## config.mk

```make
export PLATFORM = sky130hd
export DESIGN_NAME = oltf_ctrl
export DESIGN_NICKNAME = d
export VERILOG_FILES = /design/src/hdl/oltf_pkg.sv /design/src/hdl/oltf_ctrl.sv
export SDC_FILE = /design/constraint.sdc
export NUM_CORES = 1
export LEC_CHECK = 0
export BUFFER_PORTS_ARGS = -buffer_cell sky130_fd_sc_hd__buf_2
export CORE_ASPECT_RATIO = 1.1
export CORE_UTILIZATION = 40
export DETAILED_ROUTE_END_ITERATION = 7
export PLACE_DENSITY = 0.73
export SYNTH_ARGS = -nofsm -noshare
export SYNTH_HDL_FRONTEND = slang
export SYNTH_SLANG_ARGS = --single-unit
```

## constraint.sdc

```tcl
create_clock -name clk -period 1.9 [get_ports clk]
set_input_delay 0.38 -clock clk [delete_from_list [all_inputs] [get_ports clk]]
set_output_delay 0.38 -clock clk [all_outputs]
set_load 0.005 [all_outputs]
```

## src/hdl/oltf_pkg.sv

```systemverilog
// Shared definitions for the OLED text frame buffer: geometry, codes,
// controller/datapath interface structs and the 5x7 glyph ROM.
// No dependencies.
package oltf_pkg;

	// Display geometry.
	localparam int DISPLAY_WIDTH  = 128;
	localparam int DISPLAY_HEIGHT = 64;
	localparam int NUM_PAGES      = (DISPLAY_HEIGHT + 7) / 8;
	localparam int WORDS_PER_PAGE = (DISPLAY_WIDTH + 7) / 8;
	localparam int MEM_DEPTH      = NUM_PAGES * WORDS_PER_PAGE;
	localparam int MEM_AW         = (MEM_DEPTH > 1) ? $clog2(MEM_DEPTH) : 1;
	localparam int SEND_WORDS     = (WORDS_PER_PAGE > 16) ? 16 : WORDS_PER_PAGE;
	localparam int CNT_W          = (MEM_AW > 5) ? MEM_AW : 5;

	// Glyph cell size and the step count of one cell (columns times two pages).
	localparam int GLYPH_W     = 5;
	localparam int GLYPH_H     = 7;
	localparam int GLYPH_STEPS = 2 * GLYPH_W;

	// Page addressing command bytes.
	localparam logic [7:0] CMD_PAGE_BASE = 8'hB0;
	localparam logic [7:0] CMD_COL_LOW   = 8'h00;
	localparam logic [7:0] CMD_COL_HIGH  = 8'h10;

	typedef enum logic [2:0] {
		OP_CLEAR  = 3'd0,
		OP_PIXEL  = 3'd1,
		OP_DRAW   = 3'd2,
		OP_STRING = 3'd3,
		OP_UPDATE = 3'd4
	} op_t;

	typedef enum logic [1:0] {
		KIND_CMD  = 2'd0,
		KIND_DATA = 2'd1,
		KIND_DONE = 2'd2
	} kind_t;

	typedef enum logic [1:0] {
		ASEL_CLEAR = 2'd0,
		ASEL_DRAW  = 2'd1,
		ASEL_WORD  = 2'd2
	} addr_sel_t;

	typedef enum logic [1:0] {
		RSEL_CMD  = 2'd0,
		RSEL_WORD = 2'd1,
		RSEL_DONE = 2'd2
	} res_sel_t;

	// Commands from the controller to the datapath.
	typedef struct packed {
		logic      load;
		logic      cnt_clr;
		logic      cnt_inc;
		logic      rd_en;
		logic      wr_en;
		addr_sel_t asel;
		logic      out_load;
		res_sel_t  rsel;
	} dp_cmd_t;

	// Status from the datapath to the controller.
	typedef struct packed {
		logic [2:0] in_op;
		logic       page_ok;
		logic       skip;
		logic       clear_last;
		logic       cmd_last;
		logic       word_last;
		logic       glyph_last;
		logic       mode_pixel;
		logic       out_free;
	} dp_status_t;

	// Glyph ROM: returns five column bytes, column 0 in bits 7:0.
	// Codes outside the ROM draw as a blank cell.
	function automatic logic [39:0] glyph_bits(input logic [7:0] code);
		logic [39:0] g;
		case (code)
			8'h30: g = 40'h3E4549513E;
			8'h31: g = 40'h00407F4200;
			8'h32: g = 40'h4649516142;
			8'h33: g = 40'h3649494122;
			8'h34: g = 40'h107F121418;
			8'h35: g = 40'h3945454527;
			8'h36: g = 40'h3049494A3C;
			8'h37: g = 40'h0305097101;
			8'h38: g = 40'h3649494936;
			8'h39: g = 40'h1E29494906;
			8'h41: g = 40'h7C1211127C;
			8'h42: g = 40'h364949497F;
			8'h43: g = 40'h224141413E;
			8'h44: g = 40'h1C2241417F;
			8'h45: g = 40'h414949497F;
			8'h46: g = 40'h010909097F;
			8'h47: g = 40'h7A4949413E;
			8'h48: g = 40'h7F0808087F;
			8'h49: g = 40'h00417F4100;
			8'h4A: g = 40'h013F414020;
			8'h4B: g = 40'h412214087F;
			8'h4C: g = 40'h404040407F;
			8'h4D: g = 40'h7F0204027F;
			8'h4E: g = 40'h7F0804027F;
			8'h4F: g = 40'h3E4141413E;
			8'h50: g = 40'h060909097F;
			8'h51: g = 40'h5E2151413E;
			8'h52: g = 40'h462919097F;
			8'h53: g = 40'h3149494946;
			8'h54: g = 40'h01017F0101;
			8'h55: g = 40'h3F4040403F;
			8'h56: g = 40'h1F2040201F;
			8'h57: g = 40'h7F2018207F;
			8'h58: g = 40'h6314081463;
			8'h59: g = 40'h0304780403;
			8'h5A: g = 40'h4345495161;
			8'h2E: g = 40'h0000600000;
			8'h2C: g = 40'h0000304000;
			8'h3A: g = 40'h0000360000;
			8'h2D: g = 40'h0808080808;
			8'h2B: g = 40'h08083E0808;
			8'h2F: g = 40'h0106083040;
			8'h25: g = 40'h6304081063;
			8'h21: g = 40'h00005F0000;
			8'h3F: g = 40'h0609510102;
			8'h28: g = 40'h0041221C00;
			8'h29: g = 40'h001C224100;
			default: g = 40'h0000000000;
		endcase
		return g;
	endfunction

endpackage

```

## src/hdl/oltf_ctrl.sv

```systemverilog
// Controller state machine of the OLED text frame buffer.
// Sequences memory sweeps, read-modify-write steps and result emission.
// Depends on oltf_pkg.
module oltf_ctrl import oltf_pkg::*; (
	input  logic       clk,
	input  logic       arst_n,
	input  logic       in_valid,
	output logic       in_stall,
	input  dp_status_t status,
	output dp_cmd_t    cmd
);

	typedef enum logic [7:0] {
		S_CLR  = 8'b0000_0001,
		S_IDLE = 8'b0000_0010,
		S_RD   = 8'b0000_0100,
		S_WR   = 8'b0000_1000,
		S_CMD  = 8'b0001_0000,
		S_WRD  = 8'b0010_0000,
		S_WEM  = 8'b0100_0000,
		S_DONE = 8'b1000_0000
	} state_t;

	state_t state_q, state_d;
	logic   busy_q, busy_d;

	// State register; reset starts with a sweep that zeroes the memory.
	always_ff @(posedge clk or negedge arst_n) begin
		if (!arst_n) begin
			state_q <= S_CLR;
			busy_q  <= 1'b0;
		end else begin
			state_q <= state_d;
			busy_q  <= busy_d;
		end
	end

	assign in_stall = (state_q != S_IDLE);

	// Next state and datapath commands.
	always_comb begin
		state_d      = state_q;
		busy_d       = busy_q;
		cmd          = '0;
		cmd.asel     = ASEL_DRAW;
		cmd.rsel     = RSEL_DONE;
		unique case (state_q)
			S_CLR: begin
				cmd.asel    = ASEL_CLEAR;
				cmd.wr_en   = 1'b1;
				cmd.cnt_inc = 1'b1;
				if (status.clear_last) begin
					cmd.cnt_clr = 1'b1;
					state_d     = busy_q ? S_DONE : S_IDLE;
				end
			end
			S_IDLE: begin
				if (in_valid) begin
					cmd.load    = 1'b1;
					cmd.cnt_clr = 1'b1;
					busy_d      = 1'b1;
					case (status.in_op) inside
						OP_CLEAR:          state_d = S_CLR;
						OP_PIXEL, OP_DRAW: state_d = S_RD;
						OP_STRING:         state_d = status.skip ? S_DONE : S_RD;
						OP_UPDATE:         state_d = status.page_ok ? S_CMD : S_DONE;
						default:           state_d = S_DONE;
					endcase
				end
			end
			S_RD: begin
				cmd.rd_en = 1'b1;
				state_d   = S_WR;
			end
			S_WR: begin
				cmd.wr_en = 1'b1;
				if (status.mode_pixel || status.glyph_last) begin
					state_d = S_DONE;
				end else begin
					cmd.cnt_inc = 1'b1;
					state_d     = S_RD;
				end
			end
			S_CMD: begin
				cmd.rsel = RSEL_CMD;
				if (status.out_free) begin
					cmd.out_load = 1'b1;
					if (status.cmd_last) begin
						cmd.cnt_clr = 1'b1;
						state_d     = S_WRD;
					end else begin
						cmd.cnt_inc = 1'b1;
					end
				end
			end
			S_WRD: begin
				cmd.asel  = ASEL_WORD;
				cmd.rd_en = 1'b1;
				state_d   = S_WEM;
			end
			S_WEM: begin
				cmd.asel = ASEL_WORD;
				cmd.rsel = RSEL_WORD;
				if (status.out_free) begin
					cmd.out_load = 1'b1;
					if (status.word_last) begin
						busy_d  = 1'b0;
						state_d = S_IDLE;
					end else begin
						cmd.cnt_inc = 1'b1;
						state_d     = S_WRD;
					end
				end
			end
			S_DONE: begin
				cmd.rsel = RSEL_DONE;
				if (status.out_free) begin
					cmd.out_load = 1'b1;
					busy_d       = 1'b0;
					state_d      = S_IDLE;
				end
			end
			default: state_d = S_IDLE;
		endcase
	end

endmodule

```

=== Word level (Yosys, flattened, before mapping) ===
Cells that the tools add are included.

* Multiplexer cells: 37
* Shift-type cells: 0
* $lt $le $gt $ge: 0
* Bitwise logic cells: 0
* Add/subtract/negate cells: 0
* Div/mod/pow operators: 0
* Equal/unequal tests: 20
* $mul: 0
* Reduce and logical (&&, ||, !) cells: 9

{| class="wikitable"
|+ Operator list
! operator !! count
|-
| two-way mux 8 bit || 14
|-
| one-hot mux 8 bit (8 select lines) || 1
|-
| two-way mux 1 bit || 14
|-
| inequality test 2 bit, second input constant || 7
|-
| one-hot mux 3 bit (3 select lines) || 1
|-
| equality test 8 x 1 -> 1 bit, second input constant || 1
|-
| equality test 8 x 2 -> 1 bit, second input constant || 1
|-
| equality test 8 x 3 -> 1 bit, second input constant || 1
|-
| equality test 8 x 4 -> 1 bit, second input constant || 1
|-
| equality test 8 x 5 -> 1 bit, second input constant || 1
|-
| equality test 8 x 6 -> 1 bit, second input constant || 1
|-
| equality test 8 x 7 -> 1 bit, second input constant || 1
|-
| equality test 8 bit, second input constant || 1
|-
| inequality test 8 x 2 -> 1 bit, second input constant || 1
|-
| OR reduction 2 bit || 4
|-
| equality test 3 x 2 -> 1 bit, second input constant || 2
|-
| two-way mux 6 bit || 1
|-
| one-hot mux 1 bit (3 select lines) || 2
|-
| AND reduction 6 bit || 1
|-
| AND reduction 5 bit || 1
|-
| two-way mux 2 bit || 2
|-
| one-hot mux 1 bit (4 select lines) || 1
|-
| one-hot mux 2 bit (2 select lines) || 1
|-
| equality test 3 x 1 -> 1 bit, second input constant || 1
|-
| other kinds (4) || 4
|}

* Bits in read-only memories: 0
* RAM bits: 0
* Memories: 0
* Input port bits: 14
* Output and inout port bits: 11
* Bits in latches: 0
* Register bits: 9

=== Longest topological paths before layout ===
* Word-level depth: 7
* Depth in mapped cells: 6
* Mapped depth without buffers: 4

=== Least setup slack after synthesis ===
Ideal clock, no wire load.

* Path kind: reg2out
* Start point: register state_q[0]
* End point: output cmd[3] in the netlist's numbering
* Buffers on the path: 2
* Cell stages (with the launch flop): 7
* Path slack: -205 ps
* Data required time: 1520 ps
* Arrival time: 1725 ps
* Cells stage by stage: dfstp_2 > buf_6 > or4_4 > buf_6 > or3_1 > a21oi_1 > nor2_1

{| class="wikitable"
|+ RTL lines
! item !! line !! text
|-
| from (decl) || oltf_ctrl.sv:24 || <nowiki>state_t state_q, state_d;</nowiki>
|-
| from (signal assigned) || oltf_ctrl.sv:33 || <nowiki>state_q <= state_d;</nowiki>
|-
| to (decl) || oltf_ctrl.sv:10 || <nowiki>output dp_cmd_t cmd</nowiki>
|}

==> reports/qor.csv <==
metric,value,unit
power,0.00167,W
post-dp-hpwl,1910,um
endpoint_kind,output port,
status,finished with violations,
fin_util,76.4,%
clock_path_buffers,2,
regArea,226,um^2
highest-signal-layer,met4,
max_freq,427,MHz
cts-htree-levels,1,
p_leak,0.663,nW
ant_nets,0,
ys_types,43,
slew_violations,0,
required,1.52,ns
grt_pass1_wl,4530,um
dr_wl_met2,1530,um
cts_tree,yes,
cp.arrival,1.96,ns
num-fill-cells,123,
layout-drive-gt1-share,58.6,%
setup_violations,15,
setup_slack,-0.444,ns
grt_use_total,27.9,%
violations,negative setup slack,
initial_utilization,44.2,%
cts_root_buffer,clkbuf_4,
routed_wirelength,3030,um
dr.pass1.iters,4,
relSlewSlack,74.5,%
finalSetupTns,-3.81,ns
met1Wirelength,1210,um
ys_ff_latch,9,
multiInputGateArea,669,um^2
most-common-layout-cells,"27 x buf_4, 22 x buf_2, 10 x buf_6",
hold_class,input pin to flip-flop,
grt_max_degree,10,
numPortBuffers,24,
power_density,1190,mW/mm^2
irDropWorstVdd,0.837,mV
drc,0,
fin_crit_sh,123,%
worst_pin_slew,0.379,ns
core.rowCount,16,
hold_slack,0.376,ns
synth-async-reset-ratio,100,%
grt_overflow,0,
numCtsBuffers,3,
path_max_fanout,8,
clk_pin_slew,0.07,ns
drtIter0Drc,37,
finalHoldViolCount,0,
grt_setup_unrepaired,true,
final_common_cell,buf_4,
synth_edf_count,0,
core_area,0.00184,mm^2
cap_violations,0,
syn_nets,114,
area.growth.synth_to_final,72.8,%
critical_path_class,flip-flop to output port,
dieArea,0.00222,mm^2
antenna_found_initial,0,
wl_per_cell,16.5,um
fin_skew,0.00421,ns
gp_congestion,0.854,
n_antenna_cell,0,
start_kind,flip-flop,
ios,25,
synth_area,815,um^2
viasPerCell,5.71,
met3_length,249,um
syn_area_per_cell,8.15,um^2
vias,1050,
cts.sinks,9,
nets,172,
ys_warn_count,0,
period_needed,2.34,ns
seq_area_frac_synth,27.8,%
die_h,49.3,um
clock_latency,0.27,ns
ys.flop_type,dfrtp_1,
synthCells,100,
grt_pass1_vias,992,
die_x,45.0,um
-- area by class of cell --
type / count / share of cell area, %
Clock buffer: 3 / 1.60
Clock inverter: 1 / 0.356
Inverter: 4 / 1.07
Multi-Input combinational cell: 80 / 47.6
Sequential cell: 9 / 16.1
Tap cell: 27 / 2.40
Timing Repair Buffer: 60 / 30.9
-- per-stage QoR --
step                      setup slack (ns)  instance area (um^2)  instances
after floorplan                     -0.144                   827        100
final                               -0.444                  1410        184
after global placement              -0.115                  1120        169
after CTS                           -0.382                  1300        177
after global routing                -0.519                  1410        184
after detailed placement            -0.139                  1120        169
-- path summary, 6_finish.rpt --
path	from	to	slack, ns	depth (start not counted)
min in group asynchronous	arst_n	state_q[7]	0.48	2
max in group asynchronous	arst_n	state_q[0]	1.17	2
max reg2reg	state_q[1]	busy_q	-0.16	6
min reg2reg	busy_q	busy_q	0.64	2
max	state_q[1]	cmd[2]	-0.44	4
min	status[7]	state_q[4]	0.38	2
-- synth_stat cells (all sizes together), types with 2 or more instances --
cell type   n  area share (%)
o21ai       5             3.1
a211o       2             2.2
xor2        2             2.2
inv         4             1.8
nand2b      4             3.1
buf         5             4.6
or4b        2             2.5
and3        4             3.1
or4         3             3.2
dfrtp       8              25
a21oi       6             3.7
nor3        4             3.1
or2         2             1.5
nor2       12             5.5
nand3b      3             2.8
a211oi      2             1.8
nand2       2            0.92
nand3       2             1.2
clkbuf      2            0.92
o31ai       2             2.5
or3         4             3.7
nor4        6             5.4
-- what timing repair did --
action	in CTS	in global routing
setup endpoints to repair	15	15
hold buffers	1	0
pin swaps	2	9
gates resized for setup	24	13
hold endpoints to repair	8	0
setup buffers	3	8
-- report_power, final --
| part | switching, W | leakage [nW] | internal [W] |
|---|---|---|---|
| sequential | 0.0000478 | 0.113 | 0.000235 |
| combinational | 0.000547 | 0.533 | 0.000681 |
| clock | 0.0000800 | 0.0177 | 0.0000781 |
| total | 0.000674 | 0.663 | 0.000994 |
-- kinds of logic (layout without fill, tap and decap cells) --
family	Yosys count	in the layout	synth area share (%)
flip-flops	9	9	27.8
buffers and inverters	11	68	7.37
AND/OR/NAND/NOR	51	51	39.3
XOR/XNOR	3	3	3.23
multiplexers	1	1	1.23
AO/OA/AOI/OAI	25	25	21.0
-- routing by layer --
metal / up-vias / GRT usage (%)
met1: 505 / 35.2
met5: - / 0
li1: 489 / -
met3: 9 / 7.41
met4: 0 / 7.58
met2: 47 / 45.7
-- registers in the layout, summed over array words and instances, names as in the netlist --
| name | count |
|---|---|
| busy_q | 1 |
| state_q | 8 |
-- worst max-delay path, stage by stage, from the launching register on --
cell	delay, ns
dfrtp_1	0.40
or4_4	0.62
or3_4	0.45
a21oi_2	0.12
buf_2	0.12
Power figures use the tool's default switching activity.
